`src/hdl/hex_record_stream_parser_assert.svh`:
```
// Assertion macros for the hex record parser
`ifndef HEX_RECORD_STREAM_PARSER_ASSERT_SVH
`define HEX_RECORD_STREAM_PARSER_ASSERT_SVH

`ifndef SYNTHESIS
`define HRSP_ASSERT(name, prop) \
   name: assert property (@(posedge clock) disable iff (reset) prop) \
      else $error("hrsp assertion failed");
`define HRSP_ASSERT_NEVER(name, expr) `HRSP_ASSERT(name, !(expr))
`else
`define HRSP_ASSERT(name, prop)
`define HRSP_ASSERT_NEVER(name, expr)
`endif

`endif

```
`src/hdl/hrsp_pkg.sv`:
```
`default_nettype none
package hrsp_pkg;

   localparam logic [7:0] CHAR_COLON = 8'h3A;
   localparam logic [7:0] TYPE_MAX   = 8'd5;
   localparam logic       KIND_DATA   = 1'b0;
   localparam logic       KIND_RECORD = 1'b1;

   typedef enum logic [2:0] {
      PH_COUNT,
      PH_ADDR_HI,
      PH_ADDR_LO,
      PH_TYPE,
      PH_DATA,
      PH_CSUM
   } phase_type;

   typedef struct packed {
      logic        in_record;
      phase_type   field_phase;
      logic        low_nibble_next;
      logic [3:0]  high_nibble;
      logic [7:0]  count_held;
      logic [7:0]  bytes_left;
      logic [15:0] address_held;
      logic [7:0]  type_held;
      logic [7:0]  running_sum;
      logic [7:0]  data_offset;
   } parse_state_type;

   typedef struct packed {
      logic        kind;
      logic [7:0]  data_byte;
      logic [15:0] address;
      logic [7:0]  type_code;
      logic        type_known;
      logic [7:0]  payload_len;
      logic [7:0]  calc_checksum;
      logic        checksum_ok;
      logic        format_error;
   } result_type;

endpackage
`default_nettype wire

```
`src/hdl/hrsp_step.sv`:
```
`default_nettype none
module hrsp_step (
   input  wire logic [7:0]               char_in,
   input  wire hrsp_pkg::parse_state_type st,
   output hrsp_pkg::parse_state_type     st_next,
   output logic                          emit,
   output hrsp_pkg::result_type          res
);

   logic        is_hex;
   logic [3:0]  nib;
   logic [7:0]  b;
   logic [7:0]  calc;
   logic        known;
   hrsp_pkg::parse_state_type start_st;

   always_comb begin
      is_hex = 1'b1;
      nib    = 4'd0;
      if (char_in >= 8'h30 && char_in <= 8'h39) begin
         nib = 4'(char_in - 8'h30);
      end else if (char_in >= 8'h41 && char_in <= 8'h46) begin
         nib = 4'(char_in - 8'h37);
      end else if (char_in >= 8'h61 && char_in <= 8'h66) begin
         nib = 4'(char_in - 8'h57);
      end else begin
         is_hex = 1'b0;
      end
   end

   assign b     = {st.high_nibble, nib};
   assign calc  = 8'(~st.running_sum + 8'd1);
   assign known = (st.type_held <= hrsp_pkg::TYPE_MAX);

   always_comb begin
      start_st           = '0;
      start_st.in_record = 1'b1;
   end

   always_comb begin
      st_next = st;
      emit    = 1'b0;
      res                 = '0;
      res.kind            = hrsp_pkg::KIND_RECORD;
      res.address         = st.address_held;
      res.type_code       = st.type_held;
      res.type_known      = known;
      res.payload_len     = st.count_held;
      res.calc_checksum   = calc;

      if (!st.in_record) begin
         if (char_in == hrsp_pkg::CHAR_COLON) begin
            st_next = start_st;
         end
      end else if (!is_hex) begin
         emit             = 1'b1;
         res.format_error = 1'b1;
         st_next.in_record = 1'b0;
         if (char_in == hrsp_pkg::CHAR_COLON) begin
            st_next = start_st;
         end
      end else if (!st.low_nibble_next) begin
         st_next.high_nibble     = nib;
         st_next.low_nibble_next = 1'b1;
      end else begin
         st_next.low_nibble_next = 1'b0;
         st_next.running_sum     = 8'(st.running_sum + b);
         unique case (st.field_phase)
            hrsp_pkg::PH_COUNT: begin
               st_next.count_held  = b;
               st_next.bytes_left  = b;
               st_next.field_phase = hrsp_pkg::PH_ADDR_HI;
            end
            hrsp_pkg::PH_ADDR_HI: begin
               st_next.address_held = {b, 8'd0};
               st_next.field_phase  = hrsp_pkg::PH_ADDR_LO;
            end
            hrsp_pkg::PH_ADDR_LO: begin
               st_next.address_held = {st.address_held[15:8], b};
               st_next.field_phase  = hrsp_pkg::PH_TYPE;
            end
            hrsp_pkg::PH_TYPE: begin
               st_next.type_held   = b;
               st_next.field_phase = (st.bytes_left != 8'd0) ? hrsp_pkg::PH_DATA
                                                             : hrsp_pkg::PH_CSUM;
            end
            hrsp_pkg::PH_DATA: begin
               emit                = 1'b1;
               res.kind            = hrsp_pkg::KIND_DATA;
               res.data_byte       = b;
               res.address         = 16'(st.address_held + {8'd0, st.data_offset});
               res.calc_checksum   = 8'd0;
               st_next.data_offset = 8'(st.data_offset + 8'd1);
               st_next.bytes_left  = 8'(st.bytes_left - 8'd1);
               if (st.bytes_left == 8'd1) begin
                  st_next.field_phase = hrsp_pkg::PH_CSUM;
               end
            end
            default: begin
               // checksum pair; unused phase codes behave the same
               emit              = 1'b1;
               res.checksum_ok   = (calc == b);
               st_next.in_record = 1'b0;
            end
         endcase
      end
   end

endmodule
`default_nettype wire

```
`src/hdl/hex_record_stream_parser.sv`:
```
// Path from request accept to rsp_valid: input register, then result register.
// Throughput: one character per cycle; input stalls only while a result waits on rsp_ready.
// Characters that produce no result never stall.
// Reset: synchronous, active high; clears parser state and both valid flags.
`default_nettype none
`include "hex_record_stream_parser_assert.svh"
module hex_record_stream_parser (
   input  wire logic        clock,
   input  wire logic        reset,
   input  wire logic        req_valid,
   output logic             req_ready,
   input  wire logic [7:0]  req_char_in,
   output logic             rsp_valid,
   input  wire logic        rsp_ready,
   output logic             rsp_kind,
   output logic [7:0]       rsp_data_byte,
   output logic [15:0]      rsp_address,
   output logic [7:0]       rsp_type_code,
   output logic             rsp_type_known,
   output logic [7:0]       rsp_payload_len,
   output logic [7:0]       rsp_calc_checksum,
   output logic             rsp_checksum_ok,
   output logic             rsp_format_error
);

   logic                      in_valid_ff, in_valid_in;
   logic [7:0]                char_ff;
   hrsp_pkg::parse_state_type state_ff, state_in;
   logic                      out_valid_ff, out_valid_in;
   hrsp_pkg::result_type      out_ff;
   hrsp_pkg::result_type      res;
   logic                      emit;
   logic                      advance;

   hrsp_step u_step (
      .char_in (char_ff),
      .st      (state_ff),
      .st_next (state_in),
      .emit    (emit),
      .res     (res)
   );

   assign advance   = in_valid_ff && (!emit || !out_valid_ff || rsp_ready);
   assign req_ready = !in_valid_ff || advance;

   always_comb begin
      in_valid_in = in_valid_ff;
      if (req_valid && req_ready) begin
         in_valid_in = 1'b1;
      end else if (advance) begin
         in_valid_in = 1'b0;
      end
      out_valid_in = out_valid_ff;
      if (advance && emit) begin
         out_valid_in = 1'b1;
      end else if (rsp_ready) begin
         out_valid_in = 1'b0;
      end
   end

   always_ff @(posedge clock) begin
      if (reset) begin
         in_valid_ff  <= 1'b0;
         out_valid_ff <= 1'b0;
         state_ff     <= '0;
      end else begin
         in_valid_ff  <= in_valid_in;
         out_valid_ff <= out_valid_in;
         if (advance) begin
            state_ff <= state_in;
         end
      end
   end

   always_ff @(posedge clock) begin
      if (req_valid && req_ready) begin
         char_ff <= req_char_in;
      end
      if (advance && emit) begin
         out_ff <= res;
      end
   end

   assign rsp_valid         = out_valid_ff;
   assign rsp_kind          = out_ff.kind;
   assign rsp_data_byte     = out_ff.data_byte;
   assign rsp_address       = out_ff.address;
   assign rsp_type_code     = out_ff.type_code;
   assign rsp_type_known    = out_ff.type_known;
   assign rsp_payload_len   = out_ff.payload_len;
   assign rsp_calc_checksum = out_ff.calc_checksum;
   assign rsp_checksum_ok   = out_ff.checksum_ok;
   assign rsp_format_error  = out_ff.format_error;

   `HRSP_ASSERT(a_emit_lands, advance && emit |=> rsp_valid)
   `HRSP_ASSERT(a_stall_cause, in_valid_ff && !req_ready |-> out_valid_ff && emit)
   `HRSP_ASSERT(a_idle_stays,
      advance && !state_ff.in_record && char_ff != hrsp_pkg::CHAR_COLON |=>
      !state_ff.in_record)
   `HRSP_ASSERT_NEVER(a_data_flags,
      rsp_valid && rsp_kind == hrsp_pkg::KIND_DATA && (rsp_checksum_ok || rsp_format_error))
   `HRSP_ASSERT(a_data_addr,
      advance && emit && res.kind == hrsp_pkg::KIND_DATA |=>
      rsp_address == 16'($past(state_ff.address_held) + {8'd0, $past(state_ff.data_offset)}))

endmodule
`default_nettype wire
```
`config.mk`:
```
export PLATFORM = sky130hd
export DESIGN_NAME = hex_record_stream_parser
export DESIGN_NICKNAME = d
export VERILOG_FILES = /design/src/hdl/hrsp_pkg.sv /design/src/hdl/hrsp_step.sv /design/src/hdl/hex_record_stream_parser.sv
export VERILOG_INCLUDE_DIRS = /design/src /design/src/hdl
export SDC_FILE = /design/constraint.sdc
export NUM_CORES = 1
export LEC_CHECK = 0
export ABC_AREA = 1
export BUFFER_PORTS_ARGS = -buffer_cell sky130_fd_sc_hd__buf_2
export CAP_MARGIN = 20
export CORE_UTILIZATION = 45
export CTS_CLUSTER_DIAMETER = 100
export DETAILED_ROUTE_END_ITERATION = 6
export PLACE_DENSITY = 0.66
export SYNTH_ARGS = -nofsm -noshare
export SYNTH_HDL_FRONTEND = slang
export SYNTH_SLANG_ARGS = --single-unit
```
`constraint.sdc`:
```
create_clock -name clock -period 2.55 [get_ports clock]
set_input_delay 0.765 -clock clock [delete_from_list [all_inputs] [get_ports clock]]
set_output_delay 0.765 -clock clock [all_outputs]
set_load 0.02 [all_outputs]
```
After elaboration in Yosys (flattened, before gate mapping)
Index checks and enable logic that the tools add are counted.
{"block": "word_totals", "output_inout_bits": 54, "regBits": 127, "in_bits": 12}
{"block": "op_classes", "reduce_logical": 30, "bitwise": 4, "addsub": 8, "eq_ne": 18, "magnitude_cmp": 7, "muxes": 40}
{"op": "2-to-1 mux 65 bit", "count": 3}
{"op": "2-to-1 mux 56 bit", "count": 1}
{"op": "2-to-1 mux 16 bit", "count": 3}
{"op": "2-to-1 mux 8 bit", "count": 4}
{"op": "case mux 16 bit (2 select lines)", "count": 1}
{"op": "2-to-1 mux 25 bit", "count": 1}
{"op": "inequality test 3 bit (second input constant)", "count": 7}
{"op": "2-to-1 mux 4 bit", "count": 5}
{"op": "2-to-1 mux 9 bit", "count": 2}
{"op": "AND reduction 3 bit", "count": 6}
{"op": "adder 16 x 8 -> 16 bit", "count": 1}
{"op": "adder 8 x 1 -> 8 bit (second input constant)", "count": 2}
{"op": ">= comparator 8 x 7 -> 1 bit (second input constant)", "count": 2}
{"op": "<= comparator 8 x 7 -> 1 bit (second input constant)", "count": 2}
{"op": "2-to-1 mux 1 bit", "count": 16}
{"op": "case mux 8 bit (2 select lines)", "count": 1}
{"op": "case mux 3 bit (5 select lines)", "count": 1}
{"op": "inequality test 4 bit (second input constant)", "count": 3}
{"op": "AND reduction 4 bit", "count": 3}
{"op": "2-to-1 mux 10 bit", "count": 1}
{"op": "adder 8 bit", "count": 1}
{"op": "equality test 8 x 1 -> 1 bit (second input constant)", "count": 1}
{"op": "equality test 8 x 6 -> 1 bit (second input constant)", "count": 1}
{"op": "equality test 8 bit", "count": 1}
{"op": "23 further kinds", "count": 38}

Logic depth before layout (Yosys ltp)
{"block": "logic_depth", "word_depth": 14, "ltp_mapped": 20, "ltp_nobuf": 20}

Hierarchy
From an unflattened synthesis, not the netlist that was laid out.
{"block": "hier_totals", "hier_cells": 1192, "area_unflattened_um2": 8272.9}
{"module": "hex_record_stream_parser", "cells_each": 502, "area_per_inst_um2": 4783.3, "n_inst": 1}
{"module": "hrsp_step", "cells_each": 690, "area_per_inst_um2": 3489.6, "n_inst": 1}

Least setup slack after synthesis
OpenSTA, ideal clock, no wires.
{"block": "synth_path", "path_kind": "register -> register", "from": "reg char_ff[0]", "to": "reg state_ff[13] (netlist bit)", "synth_period_minus_slack_ps": 2603, "arrival_time_ps": 2532, "path_slack_ps": -53, "setup_time_ps": 70, "stages_incl_launch_ff": 18, "path_cell_list": "edfxtp_1 > ha_1 > nor2_1 > nand3_2 > nand3_4 > nand2_4 > buf_4 > nand2_1 > inv_1 > ha_1 > a21oi_1 > nand2_1 > nand2_1 > nand2_1 > a21oi_1 > xor2_1 > nand2_1 > a21oi_1"}
{"element": "start: declaration", "line_no": "hex_record_stream_parser.sv:27", "source": "logic [7:0] char_ff;"}
{"element": "start signal: assignment", "line_no": "hex_record_stream_parser.sv:77", "source": "char_ff <= req_char_in;"}
{"element": ">= comparator 8 x 7 -> 1 bit or <= comparator 8 x 7 -> 1 bit (tied branches)", "line_no": "hrsp_step.sv:24", "source": "end else if (char_in >= 8'h61 && char_in <= 8'h66) begin"}
{"element": "logical AND 1 bit", "line_no": "hrsp_step.sv:24"}
{"element": "2-to-1 mux 4 bit", "line_no": "hrsp_step.sv:24"}
{"element": "2-to-1 mux 4 bit", "line_no": "hrsp_step.sv:22", "source": "end else if (char_in >= 8'h41 && char_in <= 8'h46) begin"}
{"element": "2-to-1 mux 4 bit (*)", "line_no": "hrsp_step.sv:20", "source": "if (char_in >= 8'h30 && char_in <= 8'h39) begin"}
{"element": "net u_step.nib[2]", "line_no": "hrsp_step.sv:11", "source": "logic [3:0] nib;"}
{"element": "adder 8 bit (*)", "line_no": "hrsp_step.sv:67", "source": "st_next.running_sum = 8'(st.running_sum + b);"}
{"element": "2-to-1 mux 56 bit (*)", "line_no": "hrsp_step.sv:62", "source": "end else if (!st.low_nibble_next) begin"}
{"element": "2-to-1 mux 65 bit (*)", "line_no": "hrsp_step.sv:55", "source": "end else if (!is_hex) begin"}
{"element": "2-to-1 mux 65 bit (*)", "line_no": "hrsp_step.sv:51", "source": "if (!st.in_record) begin"}
{"element": "end signal: assignment", "line_no": "hex_record_stream_parser.sv:70", "source": "state_ff <= state_in;"}
{"element": "end: declaration", "line_no": "hex_record_stream_parser.sv:28", "source": "hrsp_pkg::parse_state_type state_ff, state_in;"}
Mark *: on every way through the listed nets, which the timed path passes. The rest lies on a longest branch. The select of a mux whose other input is x is not followed.
A chain may end at the register's enable or synchronous reset.

Worst setup path in the final report
{"block": "layout_path", "from": "reg char_ff[0]", "to": "out req_ready"}
{"block": "layout_between", "elab_chain_cells": 12}
{"element": ">= comparator 8 x 7 -> 1 bit or <= comparator 8 x 7 -> 1 bit (tied branches)", "line_no": "hrsp_step.sv:24"}
{"element": "logical AND 1 bit", "line_no": "hrsp_step.sv:24"}
{"element": "2-to-1 mux 1 bit", "line_no": "hrsp_step.sv:24"}
{"element": "2-to-1 mux 1 bit", "line_no": "hrsp_step.sv:22"}
{"element": "2-to-1 mux 1 bit (*)", "line_no": "hrsp_step.sv:20"}
{"element": "2-to-1 mux 1 bit (*)", "line_no": "hrsp_step.sv:55"}
{"element": "2-to-1 mux 1 bit (*)", "line_no": "hrsp_step.sv:51"}
{"element": "zero test 1 bit (*)", "line_no": "hex_record_stream_parser.sv:43", "source": "assign advance = in_valid_ff && (!emit || !out_valid_ff || rsp_ready);"}
{"element": "logical OR 1 bit (*) (2 in a row)", "line_no": "hex_record_stream_parser.sv:43"}
{"element": "logical AND 1 bit (*)", "line_no": "hex_record_stream_parser.sv:43"}
{"element": "logical OR 1 bit (*)", "line_no": "hex_record_stream_parser.sv:44", "source": "assign req_ready = !in_valid_ff || advance;"}
{"element": "end: declaration", "line_no": "hex_record_stream_parser.sv:11", "source": "output logic req_ready,"}
Every way passes the cells marked *; elsewhere a longest branch is shown, timed or not.

==> reports/qor.txt <==
Critical Path RT: 1790 ps
Synth warnings: 0
Max Cap Viol: 0
DRC violations left: 0
Total Wirelength: 19300 um
Multi-input gate area: 3790 um2
Number of distinct library cells after synthesis: 41
Delay of the slowest critical-path stage: 440 ps
Critical-path top delay cell: edfxtp_1
Post-synthesis register bit count: 127
Reg clk slew, reported paths: 60 ps
PwrDens: 513 nW/um2
Reg2Reg Setup Slack: -40 ps
Initial detailed-routing violation count: 602
Largest net degree at the start of global routing: 63
Vias in the first global route: 6056
Routed via count: 6711
Final Max Slew Viols: 0
Global Route Usage Sum: 23.6%
Core area: 15800 um2
Design Power: 4.57 mW
Num ports: 66
Die Y: 129 um
Skew final: 9.57 ps
Post-route setup slack: -88.4 ps
Routed vias/inst: 5.15
Cts bufs inserted: 17
GRT overflow: 0
Initial core utilization: 45.9%
Syn avg cell area: 7.48 um2
Relative slew margins: 61.2%
Final Setup Violations: 5
Initial antenna violation count: 0
Synth Instances: 968
Critical Path Fanout Max: 4
Fraction of registers with async set/reset: 0%
Register Area: 3140 um2
Worst hold path type: register to register
Critical-path cell list: inv_2 -> ha_4 -> nand2_2 -> nand3_4 -> nand2_4 -> buf_6 -> nand3_4 -> nand2_4 -> nand3_4 -> buf_6
Failing checks: setup timing
Setup crit end kind: output pin
Top cells by area, synth: edfxtp_1 25%, dfxtp_1 19%, nand2_1 16%, a21oi_1 5.5%, o21ai_0 5.0%
Crit path DAT: 1870 ps
H-tree depth: 4
Worst setup path end: req_ready
Worst-Skew Late Latency: 430 ps
Clk buf depth: 2
Post-Layout Inst Area: 8910 um2
Wire length on met1: 8590 um
Number of clock sinks: 127
RSZ-0062 raised after global routing: true
Placed Area: 7980 um2
Reg2Reg Depth: 13
Area of the die: 16600 um2
Synth Flop Type: dfxtp_1
Syn nets: 1005
Num rows: 46
Synth-to-Final Area Change: 23.1%
Root buffer cell: clkbuf_16
Routed length on met3: 1240 um
CP startpoint kind: register
Filler Cell Count: 1517
DRT Pass-1 Iters: 5
Status: complete, but fails checks
Antenna viol nets, final: 0
Leak pwr: 3.63 nW
Die Wd: 129 um
GPL Wtd Cong: 0.935
Top Layer Used: met4
Final hold violation count: 0
Inserted Diodes: 0
Fraction of layout cells with a size suffix above 1: 20.6%
Reg-to-reg endpoint: rsp_address[5]
EDFF count, synth: 60
HPWL after detailed placement: 12800 um
R2r startpoint: char_ff[0]
Wirelength per Cell: 14.9 um
Nets@finish: 1111
Slew @ Worst Pin: 582 ps
Hold-fix buffers, CTS: 0
Port Buffers: 65
CP Launch Point: char_ff[0]
Max VDD drop: 0.437 mV
TritonCTS clock tree: done
Mapped Area: 7240 um2
First-pass GRT wire length: 30200 um
Path type of the worst setup path: register to output pin
Final min period: 2640 ps
Yosys top cell area share: 24.9%
Most used cell, CP: nand3_4
Area leader, netlist: edfxtp_1
Seq/Total Area, Yosys: 43.4%
Fmax: 0.379 GHz
Final period util: 103%
Met2 WL: 8930 um
flip-flops by register name (all words and copies together), names as in the netlist:
register,flops
rsp_data_byte,8
rsp_type_code,8
rsp_calc_checksum,8
rsp_type_known,1
state_ff,65
rsp_valid,1
rsp_address,16
rsp_kind,1
rsp_payload_len,8
rsp_format_error,1
char_ff,8
in_valid_ff,1
rsp_checksum_ok,1
report_power, final:
group	total, mW	switching [mW]	internal, mW
logic	0.255	0.164	0.0909
clock network	2.17	0.939	1.23
registers	2.15	0.0130	2.13
layout by cell type (no fill, tap or decap), types with 2 or more instances in the layout:
cell type	instances
edfxtp_1	60
a21oi_2	4
o21ai_1	3
a21oi_1	76
nand2_4	8
xnor2_1	11
nor3_1	7
o21ai_0	71
buf_6	5
xor2_1	17
clkinv_4	3
inv_6	2
buf_2	64
or2_2	3
buf_4	42
o211ai_1	2
a21oi_4	2
nand3_4	6
nand2_1	305
nor2_2	3
clkinvlp_4	7
nand4_1	4
clkinv_2	4
a31oi_1	2
ha_4	4
buf_12	4
nand3_1	66
inv_2	13
a21o_1	3
nor2_1	61
ha_1	18
dfxtp_1	66
nand3_2	5
nor2_4	9
clkbuf_16	18
nand2_2	11
inv_1	82
cell type report:
class	instances	share of cell area, %
Clock buffer	18	4.81
Clock inverter	13	1.04
Inverter	99	4.30
Multi-Input combinational cell	712	42.5
Sequential cell	127	35.3
Tap cell	216	3.03
Timing Repair Buffer	116	8.94
Timing Repair inverter	1	0.0842
critical path: cells and delay by family, from the launching register on:
family	cells	cell delay (ps)
adder cells (fa/ha/maj)	1	170
AND/OR/NAND/NOR	6	510
flip-flops	1	440
buffers and inverters	3	340
Yosys cell counts (all sizes together), types with 2 or more instances:
library cell	number
a21o	3
a21oi	82
a31oi	2
buf	13
clkbuf	18
dfxtp	67
edfxtp	60
fa	2
ha	23
inv	98
nand2	324
nand3	77
nand4	4
nor2	73
nor3	7
o211ai	2
o21ai	74
or2	3
xnor2	11
xor2	17
kinds of logic (layout without fill, tap and decap cells):
| family | count (synthesis) | after routing | share of synthesized area, % |
|---|---|---|---|
| buf+inv | 130 | 247 | 7.07 |
| simple gates | 490 | 491 | 29.3 |
| mux | 1 | 1 | 0.156 |
| xor+xnor | 28 | 28 | 3.39 |
| compound gates | 167 | 167 | 12.2 |
| fa+ha+maj | 25 | 25 | 4.53 |
| flops | 127 | 127 | 43.4 |
metrics by stage:
| stage | instances | setup TNS (ps) | hold WS [ps] | util, % | setup slack, ps |
|---|---|---|---|---|---|
| after global routing | 1302 | -2390 | 478 | 56.5 | -178 |
| after floorplan | 968 | -8.55 | 409 | - | -8.55 |
| after global placement | 1250 | 0 | 455 | 50.6 | 47.1 |
| final | 1302 | -137 | 465 | 56.5 | -88.4 |
| after CTS | 1287 | -122 | 469 | 54.6 | -54.8 |
| after detailed placement | 1250 | -50.2 | 454 | 50.6 | -50.2 |
worst min-delay path by stage:
stage | depth (start not counted) | end | slack [ps] | startpoint
global route | 0 | rsp_payload_len[1] | 480 | state_ff[49]
floorplan | 0 | rsp_payload_len[2] | 410 | state_ff[50]
CTS | 0 | rsp_payload_len[5] | 470 | state_ff[53]
global placement | 0 | rsp_type_code[0] | 450 | state_ff[16]
finish | 0 | rsp_payload_len[5] | 470 | state_ff[53]
detailed placement | 0 | rsp_payload_len[1] | 450 | state_ff[49]
timing repair:
item,CTS,global route
endpoints found under the hold margin,0,0
cloned,0,4
endpoints found under the setup margin,2,87
setup buffers,6,11
gates resized for setup,16,40
pin swaps,6,25
layer usage:
metal  vias up  global-route usage [%]
li1       3385                       -
met1      3047                    31.6
met2       235                    36.9
met3        44                    4.78
met4         0                    10.4
met5         -                       0
Power figures use the tool's default switching activity.
